**src/hw/rtl/sdco_pkg.sv**
```systemverilog
// shared types, constants and helper functions for the shower direction pipeline
package sdco_pkg;

	localparam int ANGLE_FRAC_BITS = 16;
	localparam int CORDIC_STEPS = 48;
	// vector datapath width (Q40 components) and angle width (1e-12 degree units)
	localparam int VW = 44;
	localparam int AW = 50;
	// quotient bits of the units-to-output conversion
	localparam int QB = 25;
	// threshold width
	localparam int TW = VW - 33;
	localparam int FRONT_LAT = 3;
	localparam int CORDIC_LAT = CORDIC_STEPS + 2;
	localparam int DIV_LAT = 5;

	typedef logic signed [VW-1:0] vec_t;
	typedef logic signed [AW-1:0] ang_t;

	localparam vec_t VEC_ONE = vec_t'(64'sd1 << 40);
	localparam ang_t DEG90 = 50'sd90000000000000;
	localparam ang_t DEG180 = 50'sd180000000000000;
	localparam ang_t DEG360 = 50'sd360000000000000;
	localparam logic [29:0] INV_GAIN_Q30 = 30'd652032874;
	localparam logic [63:0] DEG_PER_RAD_UNITS = 64'd57295779513082;
	localparam logic [63:0] FIVE_POW_12 = 64'd244140625;

	localparam ang_t ATAN_TAB [15] = '{
		50'sd45000000000000, 50'sd26565051177078, 50'sd14036243467926,
		50'sd7125016348902, 50'sd3576334374997, 50'sd1789910608246,
		50'sd895173710211, 50'sd447614170861, 50'sd223810500369,
		50'sd111905677066, 50'sd55952891894, 50'sd27976452617,
		50'sd13988227142, 50'sd6994113675, 50'sd3497056851
	};

	// elementary angle of one cordic step
	function automatic ang_t atan_step(input int i);
		logic [63:0] t;
		t = (DEG_PER_RAD_UNITS + (64'd1 << (i - 1))) >> i;
		if (i < 15)
			return ATAN_TAB[i[3:0]];
		return ang_t'(t);
	endfunction

	// remove the cordic gain, sign-magnitude, truncating toward zero
	function automatic vec_t gain_fix(input vec_t a);
		logic [VW-1:0] u;
		logic [VW-33:0] hi;
		logic [31:0] lo;
		logic [VW-3:0] ph;
		logic [61:0] pl;
		logic [VW-1:0] r;
		u = a < 0 ? VW'(-a) : VW'(a);
		hi = u[VW-1:32];
		lo = u[31:0];
		ph = hi * INV_GAIN_Q30;
		pl = lo * INV_GAIN_Q30;
		r = {ph, 2'b00} + VW'(pl[61:30]);
		return a < 0 ? -$signed(r) : $signed(r);
	endfunction

endpackage

```
**src/hw/rtl/sdco_div.sv**
```systemverilog
// pipelined conversion from internal angle units to output fixed point
module sdco_div #(
	parameter int SW = 1
) (
	input  logic                  clk,
	input  logic                  arst_n,
	input  logic                  in_valid,
	input  sdco_pkg::ang_t        in_val,
	input  logic [SW-1:0]         in_side,
	output logic                  out_valid,
	output logic signed [sdco_pkg::QB:0] out_q,
	output logic [SW-1:0]         out_side
);
	import sdco_pkg::*;

	localparam int NW = QB + 28;
	localparam int HW = NW - 24;
	localparam logic [NW-1:0] DIVISOR = NW'(FIVE_POW_12);
	localparam logic [NW-1:0] HALF = DIVISOR >> 1;
	localparam logic [27:0] DIV_LO = 28'(FIVE_POW_12);
	// 2^56 over the divisor, applied to the dividend above bit 24
	localparam logic [HW-1:0] RECIP = HW'(295147905);

	logic v_s1, v_s2, v_s3, v_s4;
	logic neg_s1, neg_s2, neg_s3, neg_s4;
	logic [NW-1:0] num_s1, num_s2, num_s3;
	logic [2*HW-1:0] prod_s2;
	logic [QB-1:0] qe_s3, q_s4;
	logic [NW-1:0] qd_s3;
	logic [SW-1:0] side_s1, side_s2, side_s3, side_s4;
	logic [AW-1:0] mag_in;
	logic [NW-1:0] rem;

	assign mag_in = in_val < 0 ? AW'(-in_val) : AW'(in_val);
	// estimate is low by at most one
	assign rem = num_s3 - qd_s3;

	always_ff @(posedge clk or negedge arst_n) begin
		if (!arst_n) begin
			v_s1 <= 1'b0;
			v_s2 <= 1'b0;
			v_s3 <= 1'b0;
			v_s4 <= 1'b0;
			out_valid <= 1'b0;
		end else begin
			v_s1 <= in_valid;
			v_s2 <= v_s1;
			v_s3 <= v_s2;
			v_s4 <= v_s3;
			out_valid <= v_s4;
		end
	end

	always_ff @(posedge clk) begin
		neg_s1 <= in_val < 0;
		num_s1 <= NW'({mag_in, {(ANGLE_FRAC_BITS - 12){1'b0}}}) + HALF;
		side_s1 <= in_side;

		neg_s2 <= neg_s1;
		num_s2 <= num_s1;
		prod_s2 <= num_s1[NW-1:24] * RECIP;
		side_s2 <= side_s1;

		neg_s3 <= neg_s2;
		num_s3 <= num_s2;
		qe_s3 <= prod_s2[QB+31:32];
		qd_s3 <= prod_s2[QB+31:32] * DIV_LO;
		side_s3 <= side_s2;

		neg_s4 <= neg_s3;
		q_s4 <= (rem >= DIVISOR) ? qe_s3 + QB'(1) : qe_s3;
		side_s4 <= side_s3;

		out_q <= neg_s4 ? -$signed({1'b0, q_s4}) : $signed({1'b0, q_s4});
		out_side <= side_s4;
	end

endmodule

```
**config.mk**
```make
export PLATFORM = sky130hd
export DESIGN_NAME = sdco_div
export DESIGN_NICKNAME = d
export VERILOG_FILES = /design/src/hw/rtl/sdco_pkg.sv /design/src/hw/rtl/sdco_div.sv
export SDC_FILE = /design/constraint.sdc
export NUM_CORES = 2
export LEC_CHECK = 0
export BUFFER_PORTS_ARGS = -buffer_cell sky130_fd_sc_hd__buf_2
export CAP_MARGIN = 20
export CORE_MARGIN = 1.5
export CORE_UTILIZATION = 36
export CTS_CLUSTER_DIAMETER = 30
export DETAILED_ROUTE_END_ITERATION = 16
export SYNTH_ARGS = -nofsm -noshare
export SYNTH_HDL_FRONTEND = slang
export SYNTH_SLANG_ARGS = --single-unit
export TNS_END_PERCENT = 10
```
**constraint.sdc**
```tcl
create_clock -name clk -period 9.3 [get_ports clk]
set_clock_uncertainty 0.15 [all_clocks]
set_input_delay 1.395 -clock clk [delete_from_list [all_inputs] [get_ports clk]]
set_output_delay 1.395 -clock clk [all_outputs]
set_load 0.03 [all_outputs]
```
== Word-level counts from Yosys, hierarchy flattened ==
Index checks and enable logic that the tools add are counted.

* Input port bits: 54
* Register bits: 359
* Logic and storage cells: 35

* Multiply operators: 2
* Add/sub/neg operators: 5
* $lt $le $gt $ge: 2
* Mux-type cells: 3

{| class="wikitable"
|+ Operators by type and width
! operator !! count
|-
| $mul A29 B29 Y57 const B || 1
|-
| $add A53 B27 Y53 const B || 1
|-
| $ge A53 B28 Y1 const B || 1
|-
| $mul A25 B28 Y53 const B || 1
|-
| $sub A53 B53 Y53 || 1
|-
| $lt A50 B1 Y1 const B || 1
|-
| $mux W25 || 2
|-
| $mux W49 || 1
|-
| $neg A49 Y49 || 1
|-
| $neg A25 Y26 || 1
|-
| $add A25 B1 Y25 const B || 1
|}

== Logic depth before layout (Yosys ltp) ==
* Word-level depth: 3
* Depth in mapped cells: 29

== Worst setup path before layout ==
No wires, ideal clock.

* Path kind: register -> register
* Start: reg num_s1[33]
* End: reg prod_s2[56]
* Cell stages (with the launch flop): 27
* Arrival time: 6980 ps
* Path buffers: 0
* Required time: 9029 ps
* Setup slack: 2050 ps
* Library setup time: 121 ps
* Cell sequence: dfxtp_1 -> ha_1 -> inv_1 -> fa_1 -> inv_1 -> fa_1 -> fa_1 -> fa_1 -> fa_1 -> fa_1 -> inv_1 -> fa_1 -> inv_1 -> ha_1 -> nand2_1 -> nor3_1 -> o21ai_0 -> o2111ai_1 -> nor2_1 -> a211oi_1 -> o31ai_1 -> o2111ai_1 -> nand2_1 -> o31a_1 -> o21bai_1 -> a21oi_1 -> xnor2_1

* Longest elaborated chain between the ends: 1

{| class="wikitable"
|+ Ends and longest elaborated chain
! element !! line !! RTL
|-
| from (decl) || sdco_div.sv:26 || <nowiki>logic [NW-1:0] num_s1, num_s2, num_s3;</nowiki>
|-
| from (signal assigned) || sdco_div.sv:56 || <nowiki>num_s1 <= NW'({mag_in, {(ANGLE_FRAC_BITS - 12){1'b0}}}) + HALF;</nowiki>
|-
| $mul A29 B29 Y57 || sdco_div.sv:61 || <nowiki>prod_s2 <= num_s1[NW-1:24] * RECIP;</nowiki>
|-
| to (signal assigned) || sdco_div.sv:61 ||
|-
| to (decl) || sdco_div.sv:27 || <nowiki>logic [2*HW-1:0] prod_s2;</nowiki>
|}

No other way between the ends.
A chain may end at the register's enable or synchronous reset.

== Worst setup path after layout ==
* Start: reg num_s1[35]
* End: reg prod_s2[56]

Same word-level chain as after synthesis.

==> impl_metrics.env <==
export IMPL_status="finished, final reports clean"
export IMPL_crit_path_start_kind="register"
export IMPL_drtIter0Drc=1109
export IMPL_cts_tree="yes"
export IMPL_synth_main_ff_cell="dfxtp_1"
export IMPL_cts_resized_gates=0
export IMPL_finalHoldViolCount=0
export IMPL_synth_top_family_by_area="adder cells"
export IMPL_cts_setup_buffers=0
export IMPL_grt_pass1_vias=26200
export IMPL_postSynthNetCount=4786
export IMPL_relSlewSlack=0.340
export IMPL_rrSetupSlack_ns=1.11
export IMPL_synth_xor_area_frac=0.0604
export IMPL_clock_path_buffers=3
export IMPL_synth_most_common_cell="inv_1"
export IMPL_final_min_clock_period_ns=8.19
export IMPL_viasPerCell=4.87
export IMPL_setup_tns_ns=0
export IMPL_antenna_found_initial=2
export IMPL_worst_pin_slew_ns=0.965
export IMPL_required_ns=9.63
export IMPL_synth_mux_area_frac=0.00208
export IMPL_die_h_um=317
export IMPL_clkLatencyLatePin_ns=0.60
export IMPL_fmax_mhz=122
export IMPL_synthTopCellsByArea="fa_1 28%, ha_1 22%, dfxtp_1 17%, inv_1 8.9%, xnor2_1 3.5%"
export IMPL_area_growth_syn_to_layout_pct=11.8
export IMPL_dr_total_vias=24700
export IMPL_setup_worst_path_class="reg -> reg"
export IMPL_async_flop_share=0.0161
export IMPL_synth_avg_cell_area_um2=9.74
export IMPL_ys_types=74
export IMPL_root_buffer="clkbuf_16"
export IMPL_synth_compound_area_frac=0.0954
export IMPL_fin_crit_sh=0.881
export IMPL_synthAdderAreaFrac=0.491
export IMPL_num_nets_final=4897
export IMPL_holdPathEnd="num_s2[4]"
export IMPL_drive_above_1_share=0.0640
export IMPL_synth_top_area_frac=0.276
export IMPL_dr_pass1_iters=7
export IMPL_synth_common_cells="837 x inv_1, 610 x ha_1, 488 x fa_1, 306 x dfxtp_1, 159 x a21oi_1"
export IMPL_setup_violations=0
export IMPL_core_um2=97100
export IMPL_numCtsBuffers=66
export IMPL_slew_violations=0
export IMPL_die_w_um=317
export IMPL_synth_edff_count=0
export IMPL_post_route_drc_count=0
export IMPL_r2r_start="num_s1[35]"
export IMPL_ant_nets=0
export IMPL_grtUsageTotal=0.190
export IMPL_ys_ff_latch=311
export IMPL_synth_simple_area_share=0.0787
export IMPL_ios=82
export IMPL_holdCritPathClass="reg -> reg"
export IMPL_syn_inst=3634
export IMPL_yosysWarnings=0
export IMPL_cts_sink_count=311
export IMPL_netlist_area_um2=35400
export IMPL_holdBufCountCts=0
export IMPL_critPathArrivalTime_ns=8.53
export IMPL_yosysSeqAreaShare=0.177
export IMPL_synth_area_leader_cell="fa_1"
export IMPL_grt_first_pass_wirelength_mm=147
export IMPL_place_gp_congestion=0.931
export IMPL_end_kind="register"
export IMPL_rsz0062_at_grt="no"
export IMPL_drt_total_wl_mm=91.4
export IMPL_port_buffers=81
export IMPL_crit_fanout=6
export IMPL_wl_per_cell_um=18.0
export IMPL_place_detailed_hpwl_mm=78.3
export IMPL_num_rows=114
export IMPL_gr_total_overflow=0
export IMPL_htreeDepth=3
export IMPL_dieArea_um2=100000
export IMPL_r2r_end="prod_s2[56]"
export IMPL_maxCapViolCount=0
export IMPL_hp_start="num_s1[4]"
export IMPL_grt_max_degree=62
export IMPL_r2r_cells=26
export IMPL_fill_cells=9505
export IMPL_path_clk_slew_ns=0.06
export IMPL_start_util=0.365
export IMPL_whs_path_depth=0
[cell usage in the layout (no fill, tap or decap), drive strengths merged, types with 7 or more instances in the layout]
master | synthesis | layout
inv | 837 | 843
ha | 610 | 610
fa | 488 | 488
dfxtp | 306 | 306
a21oi | 159 | 159
nand2 | 153 | 153
xnor2 | 142 | 142
nor2 | 111 | 111
o21ai | 106 | 106
xor2 | 102 | 102
buf | 7 | 102
clkbuf | 52 | 83
a21o | 68 | 68
nor3 | 47 | 47
nand3 | 38 | 38
nand4 | 34 | 34
o31ai | 29 | 29
or3 | 27 | 27
nor4 | 24 | 24
a31oi | 22 | 22
o21bai | 22 | 22
nand2b | 20 | 20
o21a | 19 | 19
clkinv | 0 | 18
nor2b | 17 | 17
or2 | 14 | 14
and3 | 13 | 13
o41ai | 13 | 13
or4 | 13 | 13
a211oi | 11 | 11
o211ai | 8 | 8
nor4b | 8 | 8
nor3b | 7 | 7
and2 | 7 | 7
a211o | 7 | 7
[sequential cells by signal (all words and copies together), names as in the netlist, 21 cells and up]
| name | cells |
|---|---|
| num_s1 | 49 |
| num_s2 | 42 |
| num_s3 | 49 |
| out_q | 26 |
| prod_s2 | 32 |
| q_s4 | 25 |
| qd_s3 | 53 |
| qe_s3 | 21 |
[critical path, cell delays in order (launching register included)]
cell	delay, ns
dfxtp_1	0.54
ha_1	0.35
inv_1	0.23
fa_1	0.46
inv_1	0.09
fa_1	0.43
fa_1	0.48
fa_1	0.53
fa_1	0.53
fa_1	0.56
inv_1	0.06
fa_1	0.52
inv_1	0.05
ha_1	0.32
nand2_1	0.09
nor3_1	0.24
o21ai_0	0.15
o2111ai_1	0.16
nor2_1	0.10
a211oi_1	0.46
o31ai_1	0.25
o2111ai_1	0.40
nand2_1	0.15
o31a_1	0.36
o21bai_1	0.20
a21oi_1	0.11
xnor2_1	0.12
[per-stage QoR]
| step | hold WS [ns] | worst slack [ns] | util | cell area [um2] | instances |
|---|---|---|---|---|---|
| after floorplan | 0.160 | 2.05 | - | 35400 | 3634 |
| after global placement | 0.160 | 1.20 | 0.384 | 37300 | 4953 |
| after detailed placement | 0.162 | 1.09 | 0.384 | 37300 | 4953 |
| after CTS | 0.166 | 1.09 | 0.408 | 39600 | 5071 |
| after global routing | 0.165 | 0.554 | 0.408 | 39600 | 5072 |
| final | 0.167 | 1.11 | 0.408 | 39600 | 5072 |
[layer usage]
layer	GRT usage	part of all wire	wire [um]	vias up
met5	0	0	0	-
met4	0.0700	0.040	3660	0
met3	0.0329	0.045	4080	173
met2	0.305	0.45	41300	546
met1	0.256	0.46	42400	11900
li1	-	-	-	12000
[logic make-up after synthesis]
family,after synthesis
xor gates and xnor gates,244
muxes,7
AOI/OAI and AO/OA,529
DFF,311
buffers and inverters,896
adders and majority gates,1098
and+or+nand+nor,549
[how the worst max path moves through the flow]
stage,from,to,slack [ns],cells after the start
finish,num_s1[35],prod_s2[56],1.11,26
CTS,num_s1[35],prod_s2[56],1.09,26
floorplan,num_s1[33],prod_s2[56],2.05,26
detailed placement,num_s1[35],prod_s2[56],1.09,26
global route,num_s1[35],prod_s2[56],0.55,26
global placement,num_s1[33],prod_s2[56],1.20,26
[cell type report]
type,count,area (um2),area share
multi-input cells,2427,25800,0.651
flip-flops and latches,311,6250,0.158
inverters,837,3140,0.0793
clock buffers,83,1840,0.0464
well taps,1276,1600,0.0403
repair buffers,102,563,0.0142
clock inverters,35,427,0.0108
diodes,1,2.50,0.0000632
Power is left out: the tool's default activity adds up to more than one toggle a clock period on the data nets, which glitch-free logic cannot reach.
