## config.mk

```make
export PLATFORM = sky130hd
export DESIGN_NAME = sdco_front
export DESIGN_NICKNAME = d
export VERILOG_FILES = /design/src/hw/rtl/sdco_pkg.sv /design/src/hw/rtl/sdco_front.sv
export SDC_FILE = /design/constraint.sdc
export NUM_CORES = 2
export LEC_CHECK = 0
export ABC_AREA = 1
export BUFFER_PORTS_ARGS = -buffer_cell sky130_fd_sc_hd__buf_2
export CAP_MARGIN = 20
export CELL_PAD_IN_SITES_DETAIL_PLACEMENT = 1
export CELL_PAD_IN_SITES_GLOBAL_PLACEMENT = 1
export CORE_MARGIN = 1.5
export CORE_UTILIZATION = 49
export CTS_BUF_LIST = sky130_fd_sc_hd__clkbuf_16
export DETAILED_ROUTE_END_ITERATION = 12
export GPL_TIMING_DRIVEN = 0
export PLACE_DENSITY = 0.86
export SLEW_MARGIN = 10
export SYNTH_ARGS = -nofsm -noshare
export SYNTH_HDL_FRONTEND = slang
export SYNTH_SLANG_ARGS = --single-unit
```

## constraint.sdc

```tcl
create_clock -name clk -period 3.9 [get_ports clk]
set_clock_uncertainty 0.05 [all_clocks]
set_input_delay 0.39 -clock clk [delete_from_list [all_inputs] [get_ports clk]]
set_output_delay 0.39 -clock clk [all_outputs]
set_load 0.02 [all_outputs]
```

## src/hw/rtl/sdco_pkg.sv

```systemverilog
// shared types, constants and helper functions for the shower direction pipeline
package sdco_pkg;

	localparam int ANGLE_FRAC_BITS = 16;
	localparam int CORDIC_STEPS = 48;
	// vector datapath width (Q40 components) and angle width (1e-12 degree units)
	localparam int VW = 44;
	localparam int AW = 50;
	// quotient bits of the units-to-output conversion
	localparam int QB = 25;
	// threshold width
	localparam int TW = VW - 33;
	localparam int FRONT_LAT = 3;
	localparam int CORDIC_LAT = CORDIC_STEPS + 2;
	localparam int DIV_LAT = 5;

	typedef logic signed [VW-1:0] vec_t;
	typedef logic signed [AW-1:0] ang_t;

	localparam vec_t VEC_ONE = vec_t'(64'sd1 << 40);
	localparam ang_t DEG90 = 50'sd90000000000000;
	localparam ang_t DEG180 = 50'sd180000000000000;
	localparam ang_t DEG360 = 50'sd360000000000000;
	localparam logic [29:0] INV_GAIN_Q30 = 30'd652032874;
	localparam logic [63:0] DEG_PER_RAD_UNITS = 64'd57295779513082;
	localparam logic [63:0] FIVE_POW_12 = 64'd244140625;

	localparam ang_t ATAN_TAB [15] = '{
		50'sd45000000000000, 50'sd26565051177078, 50'sd14036243467926,
		50'sd7125016348902, 50'sd3576334374997, 50'sd1789910608246,
		50'sd895173710211, 50'sd447614170861, 50'sd223810500369,
		50'sd111905677066, 50'sd55952891894, 50'sd27976452617,
		50'sd13988227142, 50'sd6994113675, 50'sd3497056851
	};

	// elementary angle of one cordic step
	function automatic ang_t atan_step(input int i);
		logic [63:0] t;
		t = (DEG_PER_RAD_UNITS + (64'd1 << (i - 1))) >> i;
		if (i < 15)
			return ATAN_TAB[i[3:0]];
		return ang_t'(t);
	endfunction

	// remove the cordic gain, sign-magnitude, truncating toward zero
	function automatic vec_t gain_fix(input vec_t a);
		logic [VW-1:0] u;
		logic [VW-33:0] hi;
		logic [31:0] lo;
		logic [VW-3:0] ph;
		logic [61:0] pl;
		logic [VW-1:0] r;
		u = a < 0 ? VW'(-a) : VW'(a);
		hi = u[VW-1:32];
		lo = u[31:0];
		ph = hi * INV_GAIN_Q30;
		pl = lo * INV_GAIN_Q30;
		r = {ph, 2'b00} + VW'(pl[61:30]);
		return a < 0 ? -$signed(r) : $signed(r);
	endfunction

endpackage

```

## src/hw/rtl/sdco_front.sv

```systemverilog
// input conversion: offsets to radians, pointing angles to internal units
module sdco_front (
	input  logic                 clk,
	input  logic                 arst_n,
	input  logic                 in_valid,
	input  logic [22:0]          ze,
	input  logic signed [25:0]   az,
	input  logic signed [20:0]   oy,
	input  logic signed [20:0]   ox,
	output logic                 out_valid,
	output sdco_pkg::vec_t       out_x,
	output sdco_pkg::vec_t       out_z,
	output sdco_pkg::ang_t       out_ang_ze,
	output sdco_pkg::ang_t       out_ang_az,
	output logic [22:0]          out_ze_raw,
	output logic signed [25:0]   out_az_raw
);
	import sdco_pkg::*;

	localparam logic signed [35:0] RAD_Q40 = 36'sd19190098069;
	localparam logic [27:0] FIVE12_U = 28'(FIVE_POW_12);
	localparam logic signed [28:0] FIVE12_S = 29'(FIVE_POW_12);

	// shift right with rounding to nearest, ties away from zero
	function automatic logic signed [63:0] rnd_shr(input logic signed [63:0] v, input int s);
		logic [63:0] m;
		m = v < 0 ? 64'(-v) : 64'(v);
		m = (m + (64'd1 << (s - 1))) >> s;
		return v < 0 ? -$signed(m) : $signed(m);
	endfunction

	logic v_s1, v_s2;
	logic signed [56:0] px_s1, py_s1;
	logic [50:0] pze_s1;
	logic signed [54:0] paz_s1;
	logic [22:0] ze_s1, ze_s2;
	logic signed [25:0] az_s1, az_s2;
	vec_t x_s2, z_s2;
	ang_t uze_s2, uaz_s2;
	ang_t naz;

	always_ff @(posedge clk or negedge arst_n) begin
		if (!arst_n) begin
			v_s1 <= 1'b0;
			v_s2 <= 1'b0;
			out_valid <= 1'b0;
		end else begin
			v_s1 <= in_valid;
			v_s2 <= v_s1;
			out_valid <= v_s2;
		end
	end

	assign naz = -uaz_s2;

	always_ff @(posedge clk) begin
		px_s1 <= ox * RAD_Q40;
		py_s1 <= oy * RAD_Q40;
		pze_s1 <= ze * FIVE12_U;
		paz_s1 <= az * FIVE12_S;
		ze_s1 <= ze;
		az_s1 <= az;

		x_s2 <= vec_t'(rnd_shr(64'(px_s1), ANGLE_FRAC_BITS));
		z_s2 <= -vec_t'(rnd_shr(64'(py_s1), ANGLE_FRAC_BITS));
		uze_s2 <= ang_t'(rnd_shr($signed({13'b0, pze_s1}), ANGLE_FRAC_BITS - 12));
		uaz_s2 <= ang_t'(rnd_shr(64'(paz_s1), ANGLE_FRAC_BITS - 12));
		ze_s2 <= ze_s1;
		az_s2 <= az_s1;

		out_x <= x_s2;
		out_z <= z_s2;
		out_ang_ze <= DEG90 - uze_s2;
		// wrap the azimuth turn into (-180, 180]
		if (naz > DEG180)
			out_ang_az <= naz - DEG360;
		else if (naz <= -DEG180)
			out_ang_az <= naz + DEG360;
		else
			out_ang_az <= naz;
		out_ze_raw <= ze_s2;
		out_az_raw <= az_s2;
	end

endmodule

```

==> results.md, run 1 <==
- Max H-tree Level: 3
- Maximum root-to-sink buffer count: 3
- Synthesized area: 80900 um^2
- Rows: 148
- Synth Net Count: 12.2k
- Ys async rst share: 0.408%
- CTS root buf: clkbuf_16
- Syn avg cell area: 8.02 um^2
- Part of the Yosys area used for sequential elements: 18.2%
- Top cell type by total area after synthesis: fa_1
- Run Error: [ERROR GRT-0232] Routing congestion too high. Check the congestion heatmap in the GUI.
- Worst endpoint type: register input
- Dpl cell area: approximately 89000 um^2
- Gpl congestion: 0.964
- Die X-Extent: 409 um
- Grt ovf: 536
- DP Wirelength: 239 mm
- Post-synthesis cell type count: 74
- Starting Density: 49.5%
- Total CTS buffers: 80
- Post-Synthesis Cells: around 10k
- Largest net degree at the start of global routing: 16
- Most common flop cell mapped by yosys: dfxtp_1
- Dominant cells by area after synthesis: fa_1, dfxtp_1, ha_1
- Die H: 409 um
- I/O pins: between 300 and 400
- Fail Step: global routing
- Clock Sinks: 735
- Share of the synthesized area in the top cell type: about 23%
- Port Buffers: 331
- Worst endpoint from the post-global-route timing repair: py_s1[54]$_DFF_P_/D
- Syn. warnings: 0
- Yosys reg bits: 735
- Global-route usage over all layers: between 60% and 70%
- Status: stopped before the end
- Number of synthesized flops with an enable pin: 0
==> cells in the mapped netlist (15+ instances only) <==
master	instances
inv_1	2222
nor2_1	841
ha_1	1101
o211ai_1	20
o21bai_1	21
clkbuf_1	24
nor2_4	23
nand3_2	15
nor4_1	42
a31oi_1	58
nand3b_1	43
nand3_1	451
a21boi_0	16
a21oi_1	289
o21a_1	18
nand2_2	44
o21ai_0	176
xnor2_1	149
or2_2	24
nand2_1	1929
fa_1	914
xor2_1	398
nor2_2	58
buf_2	15
nor3_1	101
o21ai_1	15
dfxtp_1	732
inv_2	22
nand4_1	168
==> layer usage <==
metal | track usage (%) | overflow
met3 | 37.5 | 11
met4 | 63.0 | 236
met5 | 12.8 | 0
met2 | 86.9 | 283
met1 | 60.6 | 6
==> cell families after synthesis <==
family,synth area share [%]
flops,18.2
compound gates,4.73
buf+inv,10.8
fa+ha+maj,39.7
simple gates,20.4
xor+xnor,6.18
==> stage by stage <==
stage / cells / setup slack (ns)
after floorplan: 10100 / -2.16
after global placement: 12600 / -3.42
after detailed placement: 12600 / -3.53
after CTS: 13000 / -1.71
==> repair_timing <==
item,CTS
endpoints found under the setup margin,315
setup buffers,207
hold buffers,56
hold endpoints to repair,59
gates resized for setup,623
pin swaps,273
cloned,0
==> run 2, diff against run 1 <==
--- a/config.mk
+++ b/config.mk
@@ -8,14 +8,11 @@
 export ABC_AREA = 1
 export BUFFER_PORTS_ARGS = -buffer_cell sky130_fd_sc_hd__buf_2
 export CAP_MARGIN = 20
-export CELL_PAD_IN_SITES_DETAIL_PLACEMENT = 1
-export CELL_PAD_IN_SITES_GLOBAL_PLACEMENT = 1
 export CORE_MARGIN = 1.5
-export CORE_UTILIZATION = 49
-export CTS_BUF_LIST = sky130_fd_sc_hd__clkbuf_16
+export CORE_UTILIZATION = 37
 export DETAILED_ROUTE_END_ITERATION = 12
 export GPL_TIMING_DRIVEN = 0
-export PLACE_DENSITY = 0.86
+export PLACE_DENSITY_LB_ADDON = 0.15
 export SLEW_MARGIN = 10
 export SYNTH_ARGS = -nofsm -noshare
 export SYNTH_HDL_FRONTEND = slang
==> run 2 against run 1 <==
  * The flow now finishes, with violations (negative setup slack)
  * Synthesized area unchanged
  * Synthesized cell count unchanged
==> results.md, run 2 <==
- Clock tree from TritonCTS: yes
- Most frequent cell after synthesis: inv_1
- Skew-Pair Late Insertion Delay: 0.72 ns
- Top cell type by total area after synthesis: fa_1
- Largest family of logic cells by synthesized area: adder cells
- ANT nets after route: 0
- Number of DRC markers in iteration 0: around 3.2k
- Dpl ws: -3.56 ns
- Mux cell area share after synthesis: 0%
- Layout Area Growth over Synthesis: 24.0%
- Dominant cells by area after synthesis: fa_1, dfxtp_1, ha_1
- Commonest non-fill, non-tap cells in the layout: inv_1, nand2_1, fa_1
- Post-synthesis adder-cell area fraction: between 30% and 40%
- Starting Density: a little under two fifths
- WP data required: around 4.5 ns
- Grt ovf: 0
- Slew Limit Fails: 0
- Violations in the final reports: negative setup slack
- Worst-path clk slew: roughly 0.060 ns
- Fin crit period: roughly 5.7 ns
- Die X-Extent: 471 um
- # fillers: 21.4k
- Post-synth top cells: inv_1, nand2_1, ha_1
- Routed len/inst: 17.5 um
- RSZ-0062 raised after global routing: true
- Slowest stage delay, CP: 0.59 ns
- Die ar.: 221000 um^2
- Max H-tree Level: 3
- Number of vias per cell: 4.76
- Final Hold Vio Count: 0
- FMAX: between 150 and 200 MHz
- Fraction of the mapped netlist area in simple logic gates: ~20%
- Multi-input logic area: around 64000 um^2
- Commonest non-fill, non-tap cell in the layout: inv_1
- CTS root buf: clkbuf_16
- Initial antenna violation count: 7
- Syn. warnings: 0
- CP Class: primary input to flip-flop
- Most common flop cell mapped by yosys: dfxtp_1
- Rows: 171
- Reg-to-reg slack, setup: -0.61 ns
- Syn avg cell area: roughly 8 um^2
- CP endpoint kind: flip-flop
- Worst-path fanout max: 5
- Post-Synthesis Cells: roughly 10k
- Hold path endpoint: py_s1[3]
- Maximum root-to-sink buffer count: 3
- Total of max-cap violations: 0
- Post-route setup slack: -1.83 ns
- Sequential Area: 14700 um^2
- Core footprint: 217000 um^2
- Number of synthesized flops with an enable pin: 0
- Total Wirelength: around 240 mm
- CP arrival: 6.29 ns
- Synth Area in Compound Gates: under 10%
- FF-to-FF Start: py_s1[16]
- DP Wirelength: 203 mm
- Wire length of the first global-routing pass: 381 mm
- FF-to-FF End: z_s2[39]
- Die H: 471 um
- Share of the synthesized area in the top cell type: 22.6%
- Yosys reg bits: ~740
- Clock Sinks: 735
- Top flop regs: px_s1 (57), py_s1 (57), paz_s1 (51)
- Ys async rst share: 0.408%
- Hold Crit Start: oy[3]
- Gpl congestion: 0.928
- Status: complete, but fails checks
- Relative slew slack: 38.0%
- Final net count: about 13k
- Global-route usage over all layers: 21.8%
- Hold path cells: 3
- Layout cell share with drive strength beyond 1: 19.2%
- Part of the Yosys area used for sequential elements: 18.2%
- Vias: between 60k and 70k
- Synthesized area: 80900 um^2
- Fin util: 46.2%
- Xor and xnor area share after synthesis: 6.18%
- Total CTS buffers: 82
- Fin crit share: 147%
- Port Buffers: 331
- Slew @ Worst Pin: about 0.93 ns
- Min-delay worst type: primary input to flip-flop
- Final setup vio count: 246
- Largest net degree at the start of global routing: 16
- Worst Setup Start Kind: primary input
- Slowest CP cell: fa_1
- R2r worst-path depth: 26
- Post-synthesis cell type count: 74
- First-pass DRT Iterations: 5
- I/O pins: 332
- Number of global-route vias before repair: 68.8k
- Remaining DRCs: 0
- Synth Net Count: 12.2k
==> run 2: cell counts after synthesis <==
No cell type changed its count.
==> run 2: how the worst max path moves through the flow <==
stage            from        end  cells past startpoint
4_1_cts         oy[7]  py_s1[54]                     26
5_1_grt         oy[5]  py_s1[54]                     26
3_3_place_gp   oy[20]  py_s1[54]                     26
6_report        oy[5]  py_s1[54]                     26
3_5_place_dp   oy[20]  py_s1[54]                     26
2_1_floorplan   oy[5]  py_s1[54]                     25
==> run 2: per-stage QoR <==
step	hold WS, ns	instance area [um^2]	std cells	TNS (ns)
global route	0.0769	100000	13800	-210.51
CTS	0.00204	98500	13700	-127.59
global placement	0.136	89600	13300	-355.04
finish	0.102	100000	13800	-136.88
detailed placement	0.139	89600	13300	-366.42
floorplan	0.0444	84400	10100	-145.99
==> run 2: worst max-delay path: cells and delay by family <==
family / cells / cell delay [ns]
AOI/OAI and AO/OA: 11 / 1.71
xor gates and xnor gates: 1 / 0.19
adders and majority gates: 8 / 3.64
buffers and inverters: 5 / 0.29
and+or+nand+nor: 1 / 0.08
==> run 2: cell families (layout without fill, tap and decap cells) <==
logic type	Yosys count	count (layout)
AND/OR/NAND/NOR	3791	3791
buffers and inverters	2312	3190
adder cells (fa/ha/maj)	2015	2015
flip-flops	735	735
AO/OA/AOI/OAI	674	674
XOR/XNOR	559	559
other	0	2
==> run 2: final cells by class <==
type,count,area share (%)
Inverter,2249,8.53
Timing Repair Buffer,730,6.21
Multi-Input combinational cell,7039,63.7
Tap cell,2854,3.56
Antenna cell,2,0.00499
Clock buffer,102,2.20
Clock inverter,48,0.657
Sequential cell,735,14.7
Buffer,61,0.408
==> run 2: layer usage <==
metal / share of wire [%] / wire [um] / track usage (%)
met5: 0.0033 / 8 / 0
met4: 2.7 / 6550 / 6.05
met3: 3.5 / 8520 / 2.19
met2: 48 / 116000 / 37.6
met1: 46 / 111000 / 28.8
==> run 2: timing repair <==
item | 4_1_cts | 5_1_grt
hold endpoints to repair | 59 | 0
resized for setup | 790 | 288
hold buffers | 56 | 0
setup endpoints to repair | 284 | 308
gates cloned | 1 | 0
pin swaps | 330 | 222
buffers inserted | 270 | 90
Power of run 2 is left out: the tool's default activity adds up to more than one toggle a clock period on the data nets, which glitch-free logic cannot reach.
